**config.mk**
```make
export PLATFORM = sky130hd
export DESIGN_NAME = pa_first_match
export DESIGN_NICKNAME = d
export VERILOG_FILES = /design/src/pa_pkg.sv /design/src/pa_first_match.sv
export SDC_FILE = /design/constraint.sdc
export NUM_CORES = 1
export LEC_CHECK = 0
export BUFFER_PORTS_ARGS = -buffer_cell sky130_fd_sc_hd__clkbuf_2
export CORE_ASPECT_RATIO = 0.7
export CORE_UTILIZATION = 49
export DETAILED_ROUTE_END_ITERATION = 12
export PLACE_DENSITY_LB_ADDON = 0.2
export SETUP_SLACK_MARGIN = 0.3
export SYNTH_ARGS = -nofsm -noshare
export SYNTH_HDL_FRONTEND = slang
export SYNTH_SLANG_ARGS = --single-unit
```
**constraint.sdc**
```tcl
create_clock -name aclk -period 2.5 [get_ports aclk]
set_input_delay 0.5 -clock aclk [delete_from_list [all_inputs] [get_ports aclk]]
set_output_delay 0.5 -clock aclk [all_outputs]
set_load 0.02 [all_outputs]
```
**src/pa_pkg.sv**
```systemverilog
// Shared types, constants and codes for the positional array list.
package pa_pkg;

    localparam int CAPACITY = 128;
    localparam int IDX_W    = 7;
    localparam int CNT_W    = 8;
    localparam int DATA_W   = 32;
    localparam int FUNC_W   = 2;
    localparam int STAT_W   = 3;

    localparam int GROUP    = 16;
    localparam int NGRP     = CAPACITY / GROUP;
    localparam int LOC_W    = $clog2(GROUP);
    localparam int GRP_W    = $clog2(NGRP);

    localparam int S_DATA_W = 48;
    localparam int M_DATA_W = 56;

    localparam logic [FUNC_W-1:0] FUNC_INSERT = 2'd0;
    localparam logic [FUNC_W-1:0] FUNC_DELETE = 2'd1;
    localparam logic [FUNC_W-1:0] FUNC_SEARCH = 2'd2;

    localparam logic [STAT_W-1:0] STAT_DONE     = 3'd0;
    localparam logic [STAT_W-1:0] STAT_FULL     = 3'd1;
    localparam logic [STAT_W-1:0] STAT_EMPTY    = 3'd2;
    localparam logic [STAT_W-1:0] STAT_BADPOS   = 3'd3;
    localparam logic [STAT_W-1:0] STAT_NOTFOUND = 3'd4;

    typedef enum logic [1:0] {
        CELL_HOLD,
        CELL_INS,
        CELL_DEL,
        CELL_CMP
    } cell_op_t;

    typedef struct packed {
        cell_op_t           op;
        logic [IDX_W-1:0]   pos;
        logic [DATA_W-1:0]  value;
        logic [CNT_W-1:0]   count;
    } cell_cmd_t;

    typedef enum logic [1:0] {
        ST_IDLE,
        ST_EXEC,
        ST_SCAN,
        ST_OUT
    } state_t;

endpackage

```
**src/pa_first_match.sv**
```systemverilog
// Two-level priority encoder that finds the lowest set match flag.
module pa_first_match (
    input  logic                        aclk,
    input  logic [pa_pkg::CAPACITY-1:0] match_vec,
    output logic                        found,
    output logic [pa_pkg::IDX_W-1:0]    found_idx
);
    import pa_pkg::*;

    logic             grp_hit_reg [NGRP];
    logic [LOC_W-1:0] grp_loc_reg [NGRP];

    for (genvar g = 0; g < NGRP; g++) begin : g_grp
        logic             hit_next;
        logic [LOC_W-1:0] loc_next;

        always_comb begin
            hit_next = 1'b0;
            loc_next = '0;
            for (int b = GROUP - 1; b >= 0; b--) begin
                if (match_vec[g*GROUP + b]) begin
                    hit_next = 1'b1;
                    loc_next = LOC_W'(b);
                end
            end
        end

        always_ff @(posedge aclk) begin
            grp_hit_reg[g] <= hit_next;
            grp_loc_reg[g] <= loc_next;
        end
    end

    always_comb begin
        found     = 1'b0;
        found_idx = '0;
        for (int g = NGRP - 1; g >= 0; g--) begin
            if (grp_hit_reg[g]) begin
                found     = 1'b1;
                found_idx = IDX_W'({GRP_W'(g), grp_loc_reg[g]});
            end
        end
    end

endmodule

```
==> metrics <==
Avg Inst Size Synth=7.12 um2; Crit Path Category=reg2out; MaxCap Viol Count=0; RD Place Congestion=0.879; final wirelength=6160 um; Post-CTS Setup Bufs=0; Cell Area, Synth=0.00258 mm2; Die X=88.8 um; Final Power=1.36 mW; Layout area overhead=33.3%; fillers=415; Critical-path top delay cell=dfxtp_2; Largest register FFs=32; post-synthesis sequential area ratio=31.0%; Vias=2987; max incr delay on CP=0.36 ns; Final Slew Violations=0; Final min period=2.16 ns; first drt pass iteration count=5; CTS Buf Count=5; Root Driver=clkbuf_8; H-Tree Depth=2; ANT cells=0; Synth Instances=363; NumNets Final=632; Rel. slew slack=63.9%; Rows=21; CP cell instances=nor2b_4, a221oi_1, o31ai_1, a221o_1, clkbuf_2; wire per inst=10.8 um; Core Box Area=0.00491 mm2; commonest non-fill, non-tap cell in the layout=clkbuf_2; initial antenna violation count=0; crit-path leading delay family=compound AO/OA/AOI/OAI gates; setup tns final=0 ns; die area=0.00557 mm2; Chip Height=62.8 um; warnings from Yosys=0; outcome=finished, final reports clean; RSZ-0062 raised after global routing=false; Starting Density=52.6%; Post-Syn Nets=492; worst endpoint data arrival time=1.66 ns; All-Layer GR Usage=21.8%; vias in the first global route=2537; IO Count=137; DRC errors left=0; static leakage=1.59 nW; final setup fails=0; first-pass GRT wire length=9970 um; total global routing overflow=0; CP Depth=5; CP bufs+invs=1; maximum VDD drop=0.213 mV; Worst setup EP type=output pin; Yosys cell types=32; DR vias/cell=5.22; largest net degree at the start of global routing=13; CTS max path bufs=2; port buffer count=136; DR iter-0 viols=89; critical path peak fanout=5; actual slew at the worst max-slew pin=0.537 ns; f_max=464 MHz; Hold Path Class=in2reg; Worst-path clk slew=0.08 ns; Final Hold Vio Count=0; Worst EP required=2.00 ns; TritonCTS Sinks=40; CTS tree=done; Final Cycle Share=86.2%; PD cells=394 mW/mm2; post-route ant nets=0; most frequent cells in the layout=clkbuf_2, nor2_1, inv_1; startpoint types=register; synthesized flop and latch total=40; share of layout cells above drive strength 1=33.2%; Worst setup startpoint=grp_hit_reg[1][3]; DP HPWL=5270 um; Worst setup endpoint=found_idx[1]
## stage by stage
step,worst slack [ns],util (%),hold slack [ns],instance area (um2),instances
after floorplan,0.691,-,0.615,2580,363
after global placement,0.613,67.8,0.757,3330,565
after detailed placement,0.553,67.8,0.759,3330,565
after CTS,0.309,69.5,0.457,3410,572
after global routing,0.287,70.1,0.466,3440,572
final,0.345,70.1,0.460,3440,572
## cell families (layout without fill, tap and decap cells)
kind of cell / Yosys count / count (layout) / share of synthesized area (%)
AND/OR/NAND/NOR: 178 / 178 / 31.2
flip-flops: 40 / 40 / 31.0
buffers and inverters: 40 / 180 / 6.15
AO/OA/AOI/OAI: 105 / 105 / 31.6
## how the worst min path moves through the flow
stage | from | end | slack [ns] | cells after the start
global placement | match_vec[49] | grp_loc_reg[0][13] | 0.76 | 2
detailed placement | match_vec[17] | grp_loc_reg[0][5] | 0.76 | 2
floorplan | match_vec[48] | grp_loc_reg[0][13] | 0.61 | 1
finish | match_vec[113] | grp_loc_reg[1][13] | 0.46 | 2
global route | match_vec[113] | grp_loc_reg[1][13] | 0.47 | 2
CTS | match_vec[113] | grp_loc_reg[1][13] | 0.46 | 2
## repair_timing
action | CTS | global route
resized for setup | 1 | 10
hold buffers | 0 | 0
endpoints found under the setup margin | 2 | 4
pin swaps | 0 | 2
## synthesized netlist by cell type
| cell | number | area [um2] |
|---|---|---|
| nor2b_4 | 1 | 13.8 |
| o211ai_1 | 2 | 15.0 |
| o21a_1 | 2 | 15.0 |
| a21boi_0 | 8 | 60.1 |
| inv_1 | 37 | 139 |
| buf_2 | 1 | 5.00 |
| or4_1 | 4 | 30.0 |
| nor4_1 | 11 | 68.8 |
| nor3b_1 | 2 | 15.0 |
| o21ai_0 | 5 | 25.0 |
| a2111oi_2 | 8 | 120 |
| a221o_1 | 8 | 80.1 |
| nor3_1 | 11 | 55.1 |
| nor2_1 | 80 | 300 |
| a211oi_1 | 8 | 60.1 |
| a311oi_1 | 1 | 8.76 |
| or3_1 | 1 | 6.26 |
| a311o_1 | 2 | 20.0 |
| nor2b_1 | 11 | 68.8 |
| o21bai_1 | 1 | 7.51 |
| dfxtp_1 | 40 | 801 |
| or2_2 | 6 | 37.5 |
| nand2_1 | 35 | 131 |
| o31ai_1 | 18 | 135 |
| a22oi_1 | 2 | 15.0 |
| nand3_1 | 16 | 80.1 |
| clkbuf_1 | 1 | 3.75 |
| a21oi_1 | 25 | 125 |
| o32ai_1 | 8 | 70.1 |
| a221oi_1 | 6 | 52.6 |
| a21o_1 | 1 | 7.51 |
| buf_6 | 1 | 11.3 |
## layout make-up
type | instances | area (um2) | share of cell area, %
clock inverters | 2 | 12.5 | 0.363
flip-flops and latches | 40 | 810 | 23.5
clock buffers | 5 | 68.8 | 2.00
repair buffers | 136 | 681 | 19.8
well taps | 69 | 86.3 | 2.51
inverters | 37 | 139 | 4.03
multi-input cells | 283 | 1650 | 47.8
## power by group
group	switching (mW)	internal, mW
logic	0.155	0.141
clock network	0.201	0.189
registers	0.00934	0.661
total	0.366	0.990
## routing by layer
metal	global-route usage, %	vias to the layer above	wire length, um
li1	-	1610	-
met1	30.0	1278	3060
met2	36.9	97	2740
met3	3.57	2	345
met4	2.42	0	16
met5	0	-	0
Note: power is estimated with default switching activity, not from simulation.
