File: src/pa_pkg.sv
// Shared types, constants and codes for the positional array list.
package pa_pkg;

    localparam int CAPACITY = 128;
    localparam int IDX_W    = 7;
    localparam int CNT_W    = 8;
    localparam int DATA_W   = 32;
    localparam int FUNC_W   = 2;
    localparam int STAT_W   = 3;

    localparam int GROUP    = 16;
    localparam int NGRP     = CAPACITY / GROUP;
    localparam int LOC_W    = $clog2(GROUP);
    localparam int GRP_W    = $clog2(NGRP);

    localparam int S_DATA_W = 48;
    localparam int M_DATA_W = 56;

    localparam logic [FUNC_W-1:0] FUNC_INSERT = 2'd0;
    localparam logic [FUNC_W-1:0] FUNC_DELETE = 2'd1;
    localparam logic [FUNC_W-1:0] FUNC_SEARCH = 2'd2;

    localparam logic [STAT_W-1:0] STAT_DONE     = 3'd0;
    localparam logic [STAT_W-1:0] STAT_FULL     = 3'd1;
    localparam logic [STAT_W-1:0] STAT_EMPTY    = 3'd2;
    localparam logic [STAT_W-1:0] STAT_BADPOS   = 3'd3;
    localparam logic [STAT_W-1:0] STAT_NOTFOUND = 3'd4;

    typedef enum logic [1:0] {
        CELL_HOLD,
        CELL_INS,
        CELL_DEL,
        CELL_CMP
    } cell_op_t;

    typedef struct packed {
        cell_op_t           op;
        logic [IDX_W-1:0]   pos;
        logic [DATA_W-1:0]  value;
        logic [CNT_W-1:0]   count;
    } cell_cmd_t;

    typedef enum logic [1:0] {
        ST_IDLE,
        ST_EXEC,
        ST_SCAN,
        ST_OUT
    } state_t;

endpackage

File: src/pa_cell.sv
// One storage cell of the list: holds one word and shifts with its neighbors.
module pa_cell (
    input  logic                     aclk,
    input  pa_pkg::cell_cmd_t        cmd,
    input  logic [pa_pkg::IDX_W-1:0] idx,
    input  logic [pa_pkg::DATA_W-1:0] left_data,
    input  logic [pa_pkg::DATA_W-1:0] right_data,
    output logic [pa_pkg::DATA_W-1:0] data,
    output logic                     match
);
    import pa_pkg::*;

    logic [DATA_W-1:0] data_reg;
    logic [DATA_W-1:0] data_next;
    logic              match_reg;
    logic              match_next;

    always_comb begin
        data_next  = data_reg;
        match_next = match_reg;
        case (cmd.op)
            CELL_INS: begin
                if (idx > cmd.pos) begin
                    data_next = left_data;
                end else if (idx == cmd.pos) begin
                    data_next = cmd.value;
                end
            end
            CELL_DEL: begin
                if (idx >= cmd.pos) begin
                    data_next = right_data;
                end
            end
            CELL_CMP: begin
                // Entries at or above the count are not part of the list.
                match_next = (data_reg == cmd.value) && ({1'b0, idx} < cmd.count);
            end
            default: begin
                data_next  = data_reg;
                match_next = match_reg;
            end
        endcase
    end

    always_ff @(posedge aclk) begin
        data_reg  <= data_next;
        match_reg <= match_next;
    end

    assign data  = data_reg;
    assign match = match_reg;

endmodule

File: config.mk
export PLATFORM = sky130hd
export DESIGN_NAME = pa_cell
export DESIGN_NICKNAME = d
export VERILOG_FILES = /design/src/pa_pkg.sv /design/src/pa_cell.sv
export SDC_FILE = /design/constraint.sdc
export NUM_CORES = 1
export LEC_CHECK = 0
export BUFFER_PORTS_ARGS = -buffer_cell sky130_fd_sc_hd__buf_2
export CORE_AREA = 2 2 84 86
export DETAILED_ROUTE_END_ITERATION = 8
export DIE_AREA = 0 0 86 88
export PLACE_DENSITY = 0.79
export REMOVE_ABC_BUFFERS = 1
export SLEW_MARGIN = 0
export SYNTH_ARGS = -nofsm -noshare
export SYNTH_HDL_FRONTEND = slang
export SYNTH_SLANG_ARGS = --single-unit
File: constraint.sdc
create_clock -name aclk -period 4.64 [get_ports aclk]
set_clock_uncertainty 0.15 [all_clocks]
set_input_delay 0 -clock aclk [delete_from_list [all_inputs] [get_ports aclk]]
set_output_delay 0 -clock aclk [all_outputs]
set_load 0.05 [all_outputs]
==> summary.txt <==
Clock tree
  • Root Driver: clkbuf_8
  • CTS H-tree depth: 2
  • Clock transition at path regs: 80 ps
  • CTS tree: done
  • Sink Count: 33
  • Hold-fix buffers, CTS: 67
  • Cts repair resizes: 0
  • TritonCTS buffer count: 5
  • Clock Path Buffers: 2
  • Clock latency on the worst-skew pair: 280 ps
  • Setup Fix Bufs, Post-CTS: 0

Routing
  • Drt first pass iters: 5
  • Routed len/inst: 15.94 um
  • Routed Antenna Nets: 0
  • Vias per cell: 5.697
  • Residual DRC count: 0
  • Vias: 3811
  • Detailed Route WL: 10670 um
  • 1st-iter DRT viols: 251

Worst setup path
  • Slowest CP cell: o21ai_4
  • Worst-path maximum fanout: 66
  • Worst R2R Start: data[30]$_DFFE_PP_
  • Critical path capture point type: flip-flop
  • Critical path type: primary input to flip-flop
  • Crit path DAT: 2850 ps
  • Worst Path Required: 4650 ps
  • Cell repeated most along the worst path: a21oi_1
  • CP Cell Sequence: buf_2, inv_1, ha_1, a21oi_1, o21ai_4, buf_4, o21ai_4, a21oi_1, a21oi_1, dlygate4sd3_1
  • Max incr delay on CP: 810 ps
  • Crit path launch type: primary input
  • Reg2Reg Setup Slack: 2840 ps
  • Worst r2r dst: match$_DFFE_PN_
  • Worst Reg-to-Reg Cells: 5

Floorplan
  • I/O pin count: 154
  • Die W: 86 um
  • Num rows: 30
  • Core area: 6644 sq um
  • Initial Utilization: 0.4495
  • Chip height: 88 um
  • Die footprint: 7568 sq um

Timing
  • Maximum operating frequency: 352.0 MHz
  • Fin crit share: 0.6123
  • Final count of hold timing violations: 0
  • Min cycle time layout: 2841 ps
  • Final Max Tran Viols: 0
  • Setup repair after global routing missed its margin: false
  • Final WS setup: 1799 ps
  • Hold Slack: 129.0 ps
  • Worst slew pin tran: 1155 ps
  • Setup violators final: 0
  • Fin Setup TNS: 0 ps
  • Worst relative slew slack: 0.2286

Job
  • Max Cap Viol: 0

Global route
  • First-pass GRT wire length: 16660 um
  • Aggregate global-route resource usage: 0.2727
  • Initial antenna violation count: 0
  • Pin count of the biggest net entering global routing: 67
  • Vias in the first global route: 3809
  • GRT overflow: 0

Synth
  • Synth warn: 0
  • Register area share after synthesis: 0.3318
  • Synthesized instance count: 385
  • Synth area leader: edfxtp_1
  • Syn Std Cell Area: 2987 sq um
  • Yosys cell types: 32
  • Synth top area share: 0.3318
  • #FFs+latches synth: 33
  • Mean Syn Cell Area: 7.757 sq um
  • Top cells by area, synth: edfxtp_1 33%, a31oi_1 13%, xor2_1 9.1%

Power and ir drop
  • Sw Share: 0.3841
  • Pleak: 0.002079 uW
  • Clock share of power: 0.220
  • Worst vdd ir: 0.0001410 V
  • Psw: 479.3 uW
  • Combinational Power Share: 0.455
  • P_int: 768.7 uW
  • Reg power frac: 0.325
  • Pwr/cell area: 273.8 nW/um^2
  • Overall power: 1248 uW

Finish
  • N_diodes: 0
  • Most frequent cells in the layout: 153 x buf_2, 67 x dlygate4sd3_1, 65 x nor2_1
  • Max reg flops: 32
  • Util after Layout: 0.6861
  • Commonest non-fill, non-tap cell in the layout: buf_2
  • Final net count: 722
  • Layout area overhead: 52.62%
  • FILL cells: 551
  • Share of layout cells above drive strength 1: 0.2937

Hold path
  • WHS Endpoint: match$_DFFE_PN_
  • Hold_sp: idx[3]
  • Min-Delay Path Depth: 4
  • Hold Crit Class: primary input to flip-flop

Placed design
  • Pre-CTS WS: 1782 ps
  • IO buf count: 153
  • Routability cong.: 0.8172
  • HPWL Detailed: 6911 um

Status
  • Status: finished, final reports clean
-- through the flow --
step	std cells	cell area (sq um)
after floorplan	355	2831
after global placement	594	3781
after detailed placement	594	3781
after CTS	669	4558
after global routing	669	4558
final	669	4558
-- cells by family (layout without fill, tap and decap cells) --
logic type,count (synthesis),after routing,synth area share
flops,33,33,0.3318
buf+inv,44,248,0.06954
simple gates,152,152,0.2283
fa+ha+maj,13,13,0.05446
compound gates,111,111,0.2220
xor+xnor,32,32,0.09384
-- layer usage --
layer,routed length (um),global-route usage,share of wire,vias to the layer above
li1,-,-,-,1806
met1,4276,0.3143,0.40,1768
met2,5355,0.5159,0.50,223
met3,875,0.04336,0.082,14
met4,158,0.08369,0.015,0
met5,0,0,0,-
-- synthesized netlist by cell type --
master,instances
nor4_1,7
a21oi_1,40
nand2b_1,3
nand3_1,34
o21ai_4,1
a21o_1,3
and2_4,1
or2_1,1
nor3b_2,1
o21ai_2,1
edfxtp_1,33
xor2_1,31
inv_1,14
nand3b_1,1
nand2_1,32
o21a_1,1
nand4_1,1
buf_6,3
o211ai_1,2
clkbuf_1,10
nand4_2,1
nand4b_1,1
ha_1,13
nor2b_1,1
buf_2,16
xnor2_1,1
nor2_1,65
buf_1,1
nor3_1,2
and2_1,1
o21ai_0,1
a31oi_1,62
-- how the worst max path moves through the flow --
stage	cells past startpoint	slack, ps	start	to
after floorplan	6	560	cmd[46]	data[0]$_DFFE_PP_
after global placement	7	1830	idx[6]	data[24]$_DFFE_PP_
final	10	1800	cmd[46]	data[30]$_DFFE_PP_
after detailed placement	8	1780	cmd[46]	data[15]$_DFFE_PP_
after global routing	10	1640	cmd[46]	data[18]$_DFFE_PP_
after CTS	10	1820	cmd[46]	data[30]$_DFFE_PP_
-- worst max-delay path: cells and delay by family --
kind / cells / cell delay [ps]
AO/OA/AOI/OAI: 5 / 1500
adder cells (fa/ha/maj): 1 / 330
buffers and inverters: 4 / 990
-- power by group through the flow --
stage               sequential (uW)  clock [uW]  combinational, uW
CTS                             405         274                560
detailed placement              412           0                475
floorplan                       530           0                194
global route                    409         282                612
global placement                410           0                464
finish                          405         275                568
-- layout make-up --
| cell class | instances | area [sq um] | share of cell area |
|---|---|---|---|
| well taps | 80 | 100.1 | 0.02196 |
| multi-input cells | 308 | 1827 | 0.4008 |
| repair buffers | 226 | 1481 | 0.3250 |
| clock buffers | 6 | 72.57 | 0.01592 |
| inverters | 14 | 52.55 | 0.01153 |
| flip-flops and latches | 33 | 991.0 | 0.2174 |
| clock inverters | 2 | 33.78 | 0.007411 |
No activity file was read; power rests on OpenSTA's default activity.
